==> src/sv/rhc_pkg.sv <==
package rhc_pkg;

   localparam int CHAN_W      = 8;
   localparam int QUO_W       = 8;
   // dividend up to 6*255*255, divisor up to 6*255
   localparam int NUM_W       = 19;
   localparam int DEN_W       = 11;
   localparam int QUEUE_DEPTH = 2;

   typedef struct packed {
      logic [NUM_W-1:0]  hue_num;
      logic [DEN_W-1:0]  hue_den;
      logic [NUM_W-1:0]  sat_num;
      logic [DEN_W-1:0]  sat_den;
      logic [CHAN_W-1:0] bright;
   } item_type;

endpackage

==> src/sv/rhc_front.sv <==
module rhc_front (
   input  logic                          clock,
   input  logic                          reset,
   input  logic                          start,
   input  logic [rhc_pkg::CHAN_W-1:0]    req_red,
   input  logic [rhc_pkg::CHAN_W-1:0]    req_green,
   input  logic [rhc_pkg::CHAN_W-1:0]    req_blue,
   output logic                          busy,
   input  logic                          queue_full,
   output logic                          push,
   output rhc_pkg::item_type             push_item
);

   localparam int CW = rhc_pkg::CHAN_W;
   localparam int NW = rhc_pkg::NUM_W;
   localparam int DW = rhc_pkg::DEN_W;

   logic              valid_ff, valid_in;
   rhc_pkg::item_type item_ff, item_in;
   logic              accept;

   logic [CW-1:0]        hi, lo, d;
   logic signed [CW+1:0] diff;
   logic [DW-1:0]        base, six_d, num;
   logic signed [DW+1:0] num_s;
   logic                 wrap;

   assign busy      = valid_ff && queue_full;
   assign push      = valid_ff && !queue_full;
   assign accept    = start && !busy;
   assign push_item = item_ff;

   always_comb begin
      hi = req_red;
      if (req_green > hi) hi = req_green;
      if (req_blue > hi) hi = req_blue;
      lo = req_red;
      if (req_green < lo) lo = req_green;
      if (req_blue < lo) lo = req_blue;
      d     = hi - lo;
      six_d = DW'({d, 1'b0}) + DW'({d, 2'b00});

      // sector pick, red first, then green, then blue
      if (hi == req_red) begin
         diff = $signed({2'b00, req_green}) - $signed({2'b00, req_blue});
         base = '0;
         wrap = diff < 0;
      end else if (hi == req_green) begin
         diff = $signed({2'b00, req_blue}) - $signed({2'b00, req_red});
         base = DW'({d, 1'b0});
         wrap = 1'b0;
      end else begin
         diff = $signed({2'b00, req_red}) - $signed({2'b00, req_green});
         base = DW'({d, 2'b00});
         wrap = 1'b0;
      end
      num_s = $signed({2'b00, base}) + (DW+2)'(diff);
      if (wrap) num_s = num_s + $signed({2'b00, six_d});
      num = num_s[DW-1:0];

      item_in.hue_num = NW'({num, 8'h00}) - NW'(num);
      item_in.hue_den = (d == '0) ? DW'(1) : six_d;
      item_in.sat_num = NW'({d, 8'h00}) - NW'(d);
      item_in.sat_den = (hi == '0) ? DW'(1) : DW'(hi);
      item_in.bright  = hi;
   end

   always_comb begin
      if (accept) begin
         valid_in = 1'b1;
      end else if (push) begin
         valid_in = 1'b0;
      end else begin
         valid_in = valid_ff;
      end
   end

   always_ff @(posedge clock) begin
      if (reset) begin
         valid_ff <= 1'b0;
      end else begin
         valid_ff <= valid_in;
      end
   end

   always_ff @(posedge clock) begin
      if (accept) begin
         item_ff <= item_in;
      end
   end

endmodule

==> src/sv/rhc_queue.sv <==
module rhc_queue #(
   parameter int DEPTH = rhc_pkg::QUEUE_DEPTH
) (
   input  logic              clock,
   input  logic              reset,
   input  logic              push,
   input  rhc_pkg::item_type push_item,
   output logic              full,
   output logic              pop_valid,
   output rhc_pkg::item_type pop_item
);

   localparam int PTR_W = (DEPTH > 1) ? $clog2(DEPTH) : 1;
   localparam int CNT_W = $clog2(DEPTH + 1);

   rhc_pkg::item_type mem_ff [DEPTH];
   logic [PTR_W-1:0]  wr_ptr_ff, wr_ptr_in, rd_ptr_ff, rd_ptr_in;
   logic [CNT_W-1:0]  count_ff, count_in;
   logic              pop;

   // back end never stalls, so the head leaves as soon as it is there
   assign pop       = count_ff != '0;
   assign pop_valid = pop;
   assign pop_item  = mem_ff[rd_ptr_ff];
   assign full      = count_ff == CNT_W'(DEPTH);

   always_comb begin
      wr_ptr_in = wr_ptr_ff;
      rd_ptr_in = rd_ptr_ff;
      if (push) begin
         wr_ptr_in = (wr_ptr_ff == PTR_W'(DEPTH - 1)) ? '0 : wr_ptr_ff + 1'b1;
      end
      if (pop) begin
         rd_ptr_in = (rd_ptr_ff == PTR_W'(DEPTH - 1)) ? '0 : rd_ptr_ff + 1'b1;
      end
      case ({push, pop})
         2'b10:   count_in = count_ff + 1'b1;
         2'b01:   count_in = count_ff - 1'b1;
         default: count_in = count_ff;
      endcase
   end

   always_ff @(posedge clock) begin
      if (reset) begin
         wr_ptr_ff <= '0;
         rd_ptr_ff <= '0;
         count_ff  <= '0;
      end else begin
         wr_ptr_ff <= wr_ptr_in;
         rd_ptr_ff <= rd_ptr_in;
         count_ff  <= count_in;
      end
   end

   always_ff @(posedge clock) begin
      if (push) begin
         mem_ff[wr_ptr_ff] <= push_item;
      end
   end

endmodule

==> src/sv/rhc_div.sv <==
module rhc_div (
   input  logic                       clock,
   input  logic [rhc_pkg::NUM_W-1:0]  num,
   input  logic [rhc_pkg::DEN_W-1:0]  den,
   output logic [rhc_pkg::QUO_W-1:0]  quo
);

   localparam int NW = rhc_pkg::NUM_W;
   localparam int DW = rhc_pkg::DEN_W;
   localparam int QW = rhc_pkg::QUO_W;

   // restoring divide, one quotient bit per stage, msb first;
   // quotient is known to fit in QW bits
   logic [NW-1:0] rem_ff [QW];
   logic [DW-1:0] den_ff [QW];
   logic [QW-1:0] quo_ff [1:QW];
   logic [NW-1:0] trial  [QW];
   logic [QW-1:0] take;

   always_comb begin
      for (int s = 0; s < QW; s++) begin
         trial[s] = NW'(den_ff[s]) << (QW - 1 - s);
         take[s]  = rem_ff[s] >= trial[s];
      end
   end

   always_ff @(posedge clock) begin
      rem_ff[0] <= num;
      den_ff[0] <= den;
      quo_ff[1] <= QW'(take[0]);
      for (int s = 0; s < QW - 1; s++) begin
         rem_ff[s+1] <= take[s] ? rem_ff[s] - trial[s] : rem_ff[s];
         den_ff[s+1] <= den_ff[s];
      end
      for (int s = 1; s < QW; s++) begin
         quo_ff[s+1] <= {quo_ff[s][QW-2:0], take[s]};
      end
   end

   assign quo = quo_ff[QW];

endmodule

==> src/sv/rhc_back.sv <==
module rhc_back (
   input  logic                        clock,
   input  logic                        reset,
   input  logic                        in_valid,
   input  rhc_pkg::item_type           in_item,
   output logic                        rsp_strobe,
   output logic [rhc_pkg::CHAN_W-1:0]  rsp_hue,
   output logic [rhc_pkg::CHAN_W-1:0]  rsp_saturation,
   output logic [rhc_pkg::CHAN_W-1:0]  rsp_brightness
);

   localparam int QW = rhc_pkg::QUO_W;
   localparam int CW = rhc_pkg::CHAN_W;

   // valid and brightness ride alongside the divider stages
   logic [QW:0]   valid_ff;
   logic [CW-1:0] bright_ff [QW+1];
   logic [QW-1:0] hue_quo, sat_quo;

   rhc_div u_hue_div (
      .clock (clock),
      .num   (in_item.hue_num),
      .den   (in_item.hue_den),
      .quo   (hue_quo)
   );

   rhc_div u_sat_div (
      .clock (clock),
      .num   (in_item.sat_num),
      .den   (in_item.sat_den),
      .quo   (sat_quo)
   );

   always_ff @(posedge clock) begin
      if (reset) begin
         valid_ff <= '0;
      end else begin
         valid_ff <= {valid_ff[QW-1:0], in_valid};
      end
   end

   always_ff @(posedge clock) begin
      bright_ff[0] <= in_item.bright;
      for (int s = 0; s < QW; s++) begin
         bright_ff[s+1] <= bright_ff[s];
      end
   end

   assign rsp_strobe     = valid_ff[QW];
   assign rsp_hue        = CW'(hue_quo);
   assign rsp_saturation = CW'(sat_quo);
   assign rsp_brightness = bright_ff[QW];

endmodule

==> src/sv/rgb_to_hsv_converter.sv <==
// RGB to HSV for 8-bit pixels: takes one pixel per clock and gives hue (a full circle
// scaled to 255, so 0..254), saturation and value (the largest channel). Each result
// appears on rsp_* for one cycle with rsp_strobe, once the pixel has passed the front
// register, the queue and the divider pipeline; the receiver cannot hold results off,
// and it need not. The front end finds max, min and the hue sector and forms the two
// dividends, a short queue follows, and the back end runs two 8-stage pipelined
// restoring dividers that settle one quotient bit per stage, so the divide pipeline
// sets the one-pixel-per-clock rate. Since the back end never stalls, busy stays low.
module rgb_to_hsv_converter #(
   parameter int QUEUE_DEPTH = rhc_pkg::QUEUE_DEPTH
) (
   input  logic                        clock,
   input  logic                        reset,
   input  logic                        start,
   output logic                        busy,
   input  logic [rhc_pkg::CHAN_W-1:0]  req_red,
   input  logic [rhc_pkg::CHAN_W-1:0]  req_green,
   input  logic [rhc_pkg::CHAN_W-1:0]  req_blue,
   output logic                        rsp_strobe,
   output logic [rhc_pkg::CHAN_W-1:0]  rsp_hue,
   output logic [rhc_pkg::CHAN_W-1:0]  rsp_saturation,
   output logic [rhc_pkg::CHAN_W-1:0]  rsp_brightness
);

   // edges from accepting an item to accepting its result: front register, queue,
   // divider input register and one register per quotient bit
   localparam int LATENCY = rhc_pkg::QUO_W + 3;

   logic              queue_full, push, pop_valid;
   rhc_pkg::item_type push_item, pop_item;

   rhc_front u_front (
      .clock      (clock),
      .reset      (reset),
      .start      (start),
      .req_red    (req_red),
      .req_green  (req_green),
      .req_blue   (req_blue),
      .busy       (busy),
      .queue_full (queue_full),
      .push       (push),
      .push_item  (push_item)
   );

   rhc_queue #(
      .DEPTH (QUEUE_DEPTH)
   ) u_queue (
      .clock     (clock),
      .reset     (reset),
      .push      (push),
      .push_item (push_item),
      .full      (queue_full),
      .pop_valid (pop_valid),
      .pop_item  (pop_item)
   );

   rhc_back u_back (
      .clock          (clock),
      .reset          (reset),
      .in_valid       (pop_valid),
      .in_item        (pop_item),
      .rsp_strobe     (rsp_strobe),
      .rsp_hue        (rsp_hue),
      .rsp_saturation (rsp_saturation),
      .rsp_brightness (rsp_brightness)
   );

`ifndef SYNTHESIS
   a_never_busy: assert property (@(posedge clock) disable iff (reset) !busy)
      else $error("front end stalled although the back end drains every cycle");

   a_fixed_latency: assert property (@(posedge clock) disable iff (reset)
      start && !busy |-> ##LATENCY rsp_strobe)
      else $error("accepted item did not come out after the fixed latency");

   a_no_phantom: assert property (@(posedge clock) disable iff (reset)
      rsp_strobe |-> $past(start && !busy, LATENCY))
      else $error("result strobe without a matching accepted item");

   a_hue_range: assert property (@(posedge clock) disable iff (reset)
      rsp_strobe |-> rsp_hue != 8'hff)
      else $error("hue quotient out of range");
`endif

endmodule
==> config.mk <==
export PLATFORM = sky130hd
export DESIGN_NAME = rgb_to_hsv_converter
export DESIGN_NICKNAME = d
export VERILOG_FILES = /design/src/sv/rhc_pkg.sv /design/src/sv/rhc_front.sv /design/src/sv/rhc_queue.sv /design/src/sv/rhc_div.sv /design/src/sv/rhc_back.sv /design/src/sv/rgb_to_hsv_converter.sv
export SDC_FILE = /design/constraint.sdc
export NUM_CORES = 1
export LEC_CHECK = 0
export BUFFER_PORTS_ARGS = -buffer_cell sky130_fd_sc_hd__clkbuf_2
export CORE_MARGIN = 2
export CORE_UTILIZATION = 40
export DETAILED_ROUTE_END_ITERATION = 10
export SETUP_SLACK_MARGIN = 0.5
export SYNTH_ARGS = -nofsm -noshare
export SYNTH_HDL_FRONTEND = slang
export SYNTH_SLANG_ARGS = --single-unit
==> constraint.sdc <==
create_clock -name clock -period 13.81 [get_ports clock]
set_input_delay 2.762 -clock clock [delete_from_list [all_inputs] [get_ports clock]]
set_output_delay 2.762 -clock clock [all_outputs]
set_load 0.005 [all_outputs]
==> flow_metrics.py, run 1 <==
metrics = {
    "routing": {
        "drt_iter0_markers": 859,
        "drt-total-wl_mm": 60.2,
        "avgViaCountPerCell": 4.74,
        "first_pass_iters": 5,
        "via_count": 20400,
        "ant_nets": 0,
        "wl_per_cell_um": 14.0,
        "drc": 0,
    },
    "synthesis": {
        "syn_avg_cell_area_um2": 10.8,
        "syn_area_um2": 33300,
        "synth_edf_count": 189,
        "yosysMostFrequentCell": "dfxtp_1",
        "synthesis.nets": 3359,
        "synthTopCellsByArea": "dfxtp_1, edfxtp_1, ha_1",
        "seq_area_frac_synth": 0.539,
        "synth_seq_cells": 802,
        "synth_top_area_frac": 0.368,
        "synth_cells": 3073,
        "yosys-top-cells-count": "dfxtp_1, inv_1, ha_1",
        "async_reset_ff_frac": 0,
        "synth_flop_cell": "dfxtp_1",
        "ys_types": 78,
        "synth_area_leader_cell": "dfxtp_1",
        "ys_warn_count": 0,
    },
    "timing": {
        "clock_skew_ns": 0.0202,
        "setup_viol": 0,
        "fin_setup_tns_ns": 0,
        "drv_slew": 0,
        "max_clock_freq_ghz": 0.0807,
        "fin_crit_sh": 0.897,
        "fin_crit_ns": 12.39,
        "maxSlewHeadroom": 0.205,
        "hold_viol": 0,
        "tightest_slew_ns": 1.19,
        "rsz0062_at_grt": "false",
    },
    "layout": {
        "drive_above_1_share": 0.108,
        "nets": 3456,
        "antennaDiodeCount": 0,
        "area_delta_synth_final_pct": 13.2,
        "fillers": 7712,
        "finalInstanceArea_um2": 37700,
        "fin_util": 0.459,
        "layoutNonFillerInstCount": 4310,
    },
    "worst_setup_path": {
        "arrival_ns": 12.73,
        "cp_top_family": "compound AO/OA/AOI/OAI gates",
        "critical_path_peak_fanout": 12,
        "slowest_stage": "a221oi_1",
        "path_class": "in2reg",
        "startpoint_type": "input port",
        "worst-path-buf-inv": 5,
        "critPathMaxStageDelay_ns": 0.47,
        "cpMostUsedCell": "ha_1",
        "cp.required_ns": 14.16,
        "cp-end-kind": "register",
    },
    "cts": {
        "clk_pin_slew_ns": 0.06,
        "cts.sinks": 802,
        "cts_tree": "done",
        "ctsHoldBuffers": 0,
        "clkLatencyLatePin_ns": 0.62,
        "cts_max_path_buffers": 3,
        "cts_root_buf": "clkbuf_16",
        "cts_buffers": 82,
        "cts.htree.levels": 3,
    },
    "power_and_ir_drop": {
        "seqPwrFrac": 0.348,
        "p_comb_frac": 0.426,
        "max-vdd-ir-drop_mv": 0.250,
        "p_sw_uw": 3590,
        "p_int_uw": 6400,
        "p_per_area_nw_per_um2": 265,
        "totalPowerFinal_uw": 9990,
        "swShare": 0.360,
        "pwr-share-clk": 0.226,
        "p_leak_uw": 0.0162,
    },
    "floorplan": {
        "core_um2": 82200,
        "io_pins": 53,
        "die_y_um": 293,
        "start_util": 0.405,
        "fp.dieArea_um2": 85600,
        "row_count": 105,
        "die_x_um": 293,
    },
    "status": {
        "status": "complete, no violations",
    },
    "global_route": {
        "antenna_found_initial": 0,
        "grt_overflow": 0,
        "first_global_vias": 20300,
        "grt_max_degree": 64,
        "grt_pass1_wl_mm": 99.6,
        "grt_use_total": 0.142,
    },
    "placement": {
        "dpl.cell_count": 4152,
        "place_congestion": 0.876,
        "hpwl_mm": 45.3,
        "placed_area_um2": 34800,
        "portBuffers": 52,
    },
    "worst_hold_path": {
        "min_path_type": "reg2reg",
    },
    "job": {
        "max-cap-violations": 0,
    },
}
[cell type report]
cell class	count	area [um^2]	share of cell area
Clock inverter	37	449	0.0119
Inverter	327	1230	0.0325
Sequential cell	802	17900	0.476
Clock buffer	117	2420	0.0641
Tap cell	1070	1340	0.0355
Multi-Input combinational cell	1879	13900	0.368
Timing Repair Buffer	78	455	0.0121
[through the flow]
step | setup WS, ns | hold slack, ns
finish | 1.42 | 0.322
global route | 0.550 | 0.315
floorplan | 1.43 | 0.310
global placement | 0.607 | 0.310
detailed placement | 0.478 | 0.312
CTS | 1.12 | 0.318
[timing repair]
action	in CTS	in global routing
setup endpoints to repair	0	3
hold endpoints to repair	0	0
buffers inserted	0	4
resized for setup	0	5
[path summary, 6_finish.rpt]
kind	start	end	slack, ns	cells after the start
max	req_green[2]	u_front.push_item[67]	1.42	45
min	u_back.bright_ff[0][22]	u_back.bright_ff[0][30]	0.32	0
max reg2reg	u_back.u_sat_div.den_ff[1][12]	u_back.u_sat_div.rem_ff[1][51]	9.95	13
min reg2reg	u_back.bright_ff[0][22]	u_back.bright_ff[0][30]	0.32	0
[sequential cells by signal (all words and copies together), names as in the netlist, 9 cells and up, named ones only]
register                 count
u_back.u_sat_div.rem_ff    150
u_back.valid_ff              9
u_back.u_sat_div.quo_ff     36
u_back.u_sat_div.den_ff     64
u_back.u_hue_div.rem_ff    152
u_back.u_hue_div.den_ff     88
u_front.push_item           63
u_back.bright_ff            72
u_queue.mem_ff             126
u_back.u_hue_div.quo_ff     36
[layer usage]
layer  GRT usage  vias to the layer above  routed length [um]  part of all wire
met3      0.0247                      102                1980             0.033
met4      0.0450                        0                1510             0.025
met1       0.174                     9315               27700              0.46
met2       0.252                      270               29000              0.48
met5           0                        -                   0                 0
li1            -                    10800                   -                 -
[power groups by stage]
| stage | combinational, uW | clock [uW] | sequential, uW |
|---|---|---|---|
| finish | 4260 | 2250 | 3480 |
| global route | 4830 | 2420 | 3550 |
| CTS | 4260 | 2330 | 3480 |
| detailed placement | 4230 | 0 | 3530 |
| global placement | 4210 | 0 | 3520 |
| floorplan | 3340 | 0 | 3410 |
[cell usage in the layout (no fill, tap or decap), types with 30 or more instances in the layout]
cell type,Yosys,final
clkbuf_2,0,54
mux2i_1,38,38
nand2_1,168,168
inv_1,327,327
xor2_1,84,84
o21ai_0,147,147
xnor2_1,135,133
clkbuf_16,0,84
edfxtp_1,189,189
mux2_2,96,96
ha_1,238,238
nor2b_1,56,55
a21o_1,63,63
nor3_1,42,41
nor4_1,40,39
dfxtp_1,613,612
nor2_1,206,204
nand3_1,40,40
a21boi_0,42,42
nand4_1,30,30
a21oi_1,160,159
nand2b_1,45,45
[cells by family (layout without fill, tap and decap cells)]
| family | after synthesis | in the layout | synth area share |
|---|---|---|---|
| AO/OA/AOI/OAI | 534 | 534 | 0.100 |
| XOR/XNOR | 219 | 219 | 0.0576 |
| adder cells (fa/ha/maj) | 259 | 259 | 0.102 |
| buffers and inverters | 392 | 559 | 0.0465 |
| flip-flops | 802 | 802 | 0.539 |
| multiplexers | 138 | 138 | 0.0456 |
| AND/OR/NAND/NOR | 729 | 729 | 0.110 |
Power figures use the tool's default switching activity.
==> run 2, diff against run 1 <==
- REMOVE_ABC_BUFFERS: unset -> 1
==> run 2 against run 1 <==
Against the previous run: global-route usage hardly changed; power fell by 0.29%; final cell count is 0.19% lower; setup slack got worse by 0.058 ns; first-iteration DRC count decreased by 9.0%; count of clock-buffer cells in the layout shrank 3; clock power is essentially flat; hold slack lost 0.0079 ns; via count grew 0.22%; register-to-register slack worse by 0.03 ns; sequential power about the same; non-clock buffer count decreased by 5; critical endpoint is now u_front.push_item[66]; highest routed layer unchanged.
==> flow_metrics.py, run 2 (synthesized netlist as in run 1, its figures left out) <==
metrics = {
    "status": {
        "status": "complete, no violations",
    },
    "global_route": {
        "grt_overflow": 0,
        "grt_max_degree": 64,
        "top_usage_layer": "met2",
        "grt_pass1_wl_mm": 99.7,
        "first_global_vias": 20600,
        "grt_use_total": 0.141,
        "grt_use_met1": 0.170,
        "use_met3": 0.0242,
        "antenna_found_initial": 0,
        "met2_usage": 0.255,
    },
    "floorplan": {
        "fp.dieArea_um2": 85600,
        "die_y_um": 293,
        "row_count": 105,
        "die_x_um": 293,
        "start_util": 0.405,
        "io_pins": 53,
        "core_um2": 82200,
    },
    "layout": {
        "fillers": 7653,
        "fin_util": 0.458,
        "drive_above_1_share": 0.105,
        "largest_reg_flops": 152,
        "top_register": "u_back.u_hue_div.rem_ff",
        "nets": 3451,
        "layout_commonest_cell": "dfxtp_1",
        "antennaDiodeCount": 0,
        "largestRegisters": "u_back.u_hue_div.rem_ff x152, u_back.u_sat_div.rem_ff x150, u_queue.mem_ff x126",
        "area_delta_synth_final_pct": 13.0,
        "layoutNonFillerInstCount": 4302,
        "final_cell_mix": "dfxtp_1, inv_1, ha_1",
    },
    "worst_setup_path": {
        "path_class": "in2reg",
        "r2r-start": "u_back.u_hue_div.den_ff[0][34]",
        "slowest_stage": "or4_4",
        "startpoint": "req_green[6]",
        "critPathMaxStageDelay_ns": 0.46,
        "cp.required_ns": 14.16,
        "startpoint_type": "input port",
        "critical_path_peak_fanout": 14,
        "cp-end-kind": "register",
        "arrival_ns": 12.80,
        "rr_worst_depth": 14,
    },
    "timing": {
        "max_clock_freq_ghz": 0.0804,
        "setup_viol": 0,
        "rsz0062_at_grt": "false",
        "fin_setup_tns_ns": 0,
        "maxSlewHeadroom": 0.220,
        "setup_ws_ns": 1.37,
        "hold_viol": 0,
        "clock_skew_ns": 0.0360,
        "fin_crit_sh": 0.901,
        "fin_crit_ns": 12.44,
        "tightest_slew_ns": 1.17,
        "drv_slew": 0,
    },
    "cts": {
        "post-cts-setup-buffers": 0,
        "clk_pin_slew_ns": 0.06,
        "cts.sinks": 802,
        "cts_root_buf": "clkbuf_16",
        "cts_resized": 0,
        "cts_buffers": 82,
        "cts_tree": "done",
        "cts.htree.levels": 3,
        "ctsHoldBuffers": 0,
        "cts_max_path_buffers": 3,
        "clkLatencyLatePin_ns": 0.64,
    },
    "placement": {
        "portBuffers": 52,
        "place_congestion": 0.872,
        "post-place-ws_ns": 0.440,
        "dpl.cell_count": 4151,
        "hpwl_mm": 45.3,
    },
    "job": {
        "max-cap-violations": 0,
    },
    "power_and_ir_drop": {
        "p_per_area_nw_per_um2": 265,
        "max-vdd-ir-drop_mv": 0.279,
        "totalPowerFinal_uw": 9960,
        "p_leak_uw": 0.0162,
    },
    "routing": {
        "drc": 0,
        "drt-total-wl_mm": 60.4,
        "via_count": 20500,
        "avgViaCountPerCell": 4.76,
        "ant_nets": 0,
        "drt_iter0_markers": 782,
        "first_pass_iters": 5,
        "wl_per_cell_um": 14.0,
    },
    "worst_hold_path": {
        "worstHoldPathCells": 0,
        "min_path_type": "reg2reg",
        "min-delay-start": "u_back.u_hue_div.quo_ff[0][8]",
    },
}
run 2: cell types whose count changed in the layout (fill, tap and decap cells not counted), moves of 3 or more:
cell / change
buf_4: -5
clkinv_16: +3
clkbuf_8: -5
inv_4: +3
clkbuf_1: +3
run 2: worst max-delay path: cells and delay by family:
kind | cells | cell delay, ns
compound gates | 18 | 3.70
xor+xnor | 4 | 0.94
fa+ha+maj | 6 | 1.91
buf+inv | 4 | 0.50
mux | 3 | 1.01
simple gates | 7 | 1.96
run 2: path summary, 6_finish.rpt:
| path | end | slack (ns) |
|---|---|---|
| worst max-delay path | u_front.push_item[66] | 1.37 |
| worst min-delay path | u_back.u_hue_div.quo_ff[0][17] | 0.31 |
| worst max register to register | u_back.u_hue_div.rem_ff[1][7] | 9.92 |
| worst min register to register | u_back.u_hue_div.quo_ff[0][17] | 0.31 |
run 2: cell type report:
| type | instances | area, um^2 | share of cell area |
|---|---|---|---|
| multi-input combinational | 1879 | 13900 | 0.369 |
| clock inverter | 37 | 474 | 0.0126 |
| timing repair buffer | 73 | 418 | 0.0111 |
| sequential | 802 | 17900 | 0.477 |
| tap | 1070 | 1340 | 0.0356 |
| inverter | 327 | 1230 | 0.0326 |
| clock buffer | 114 | 2360 | 0.0626 |
run 2: through the flow:
step	cell area, um^2	hold WS (ns)
2_1_floorplan	33000	0.310
3_3_place_gp	34800	0.310
3_5_place_dp	34800	0.312
4_1_cts	37600	0.311
5_1_grt	37600	0.327
6_report	37600	0.314
run 2: per-layer routing:
layer,share of wire,wire length (um)
met1,0.45,27100
met2,0.49,29600
met3,0.036,2160
met4,0.026,1570
met5,0,0
run 2: power by group:
group	leakage, uW	internal (uW)	switching, uW
clock network	0.00139	1320	899
registers	0.00693	3150	330
logic	0.00785	1880	2380
total	0.0162	6350	3610
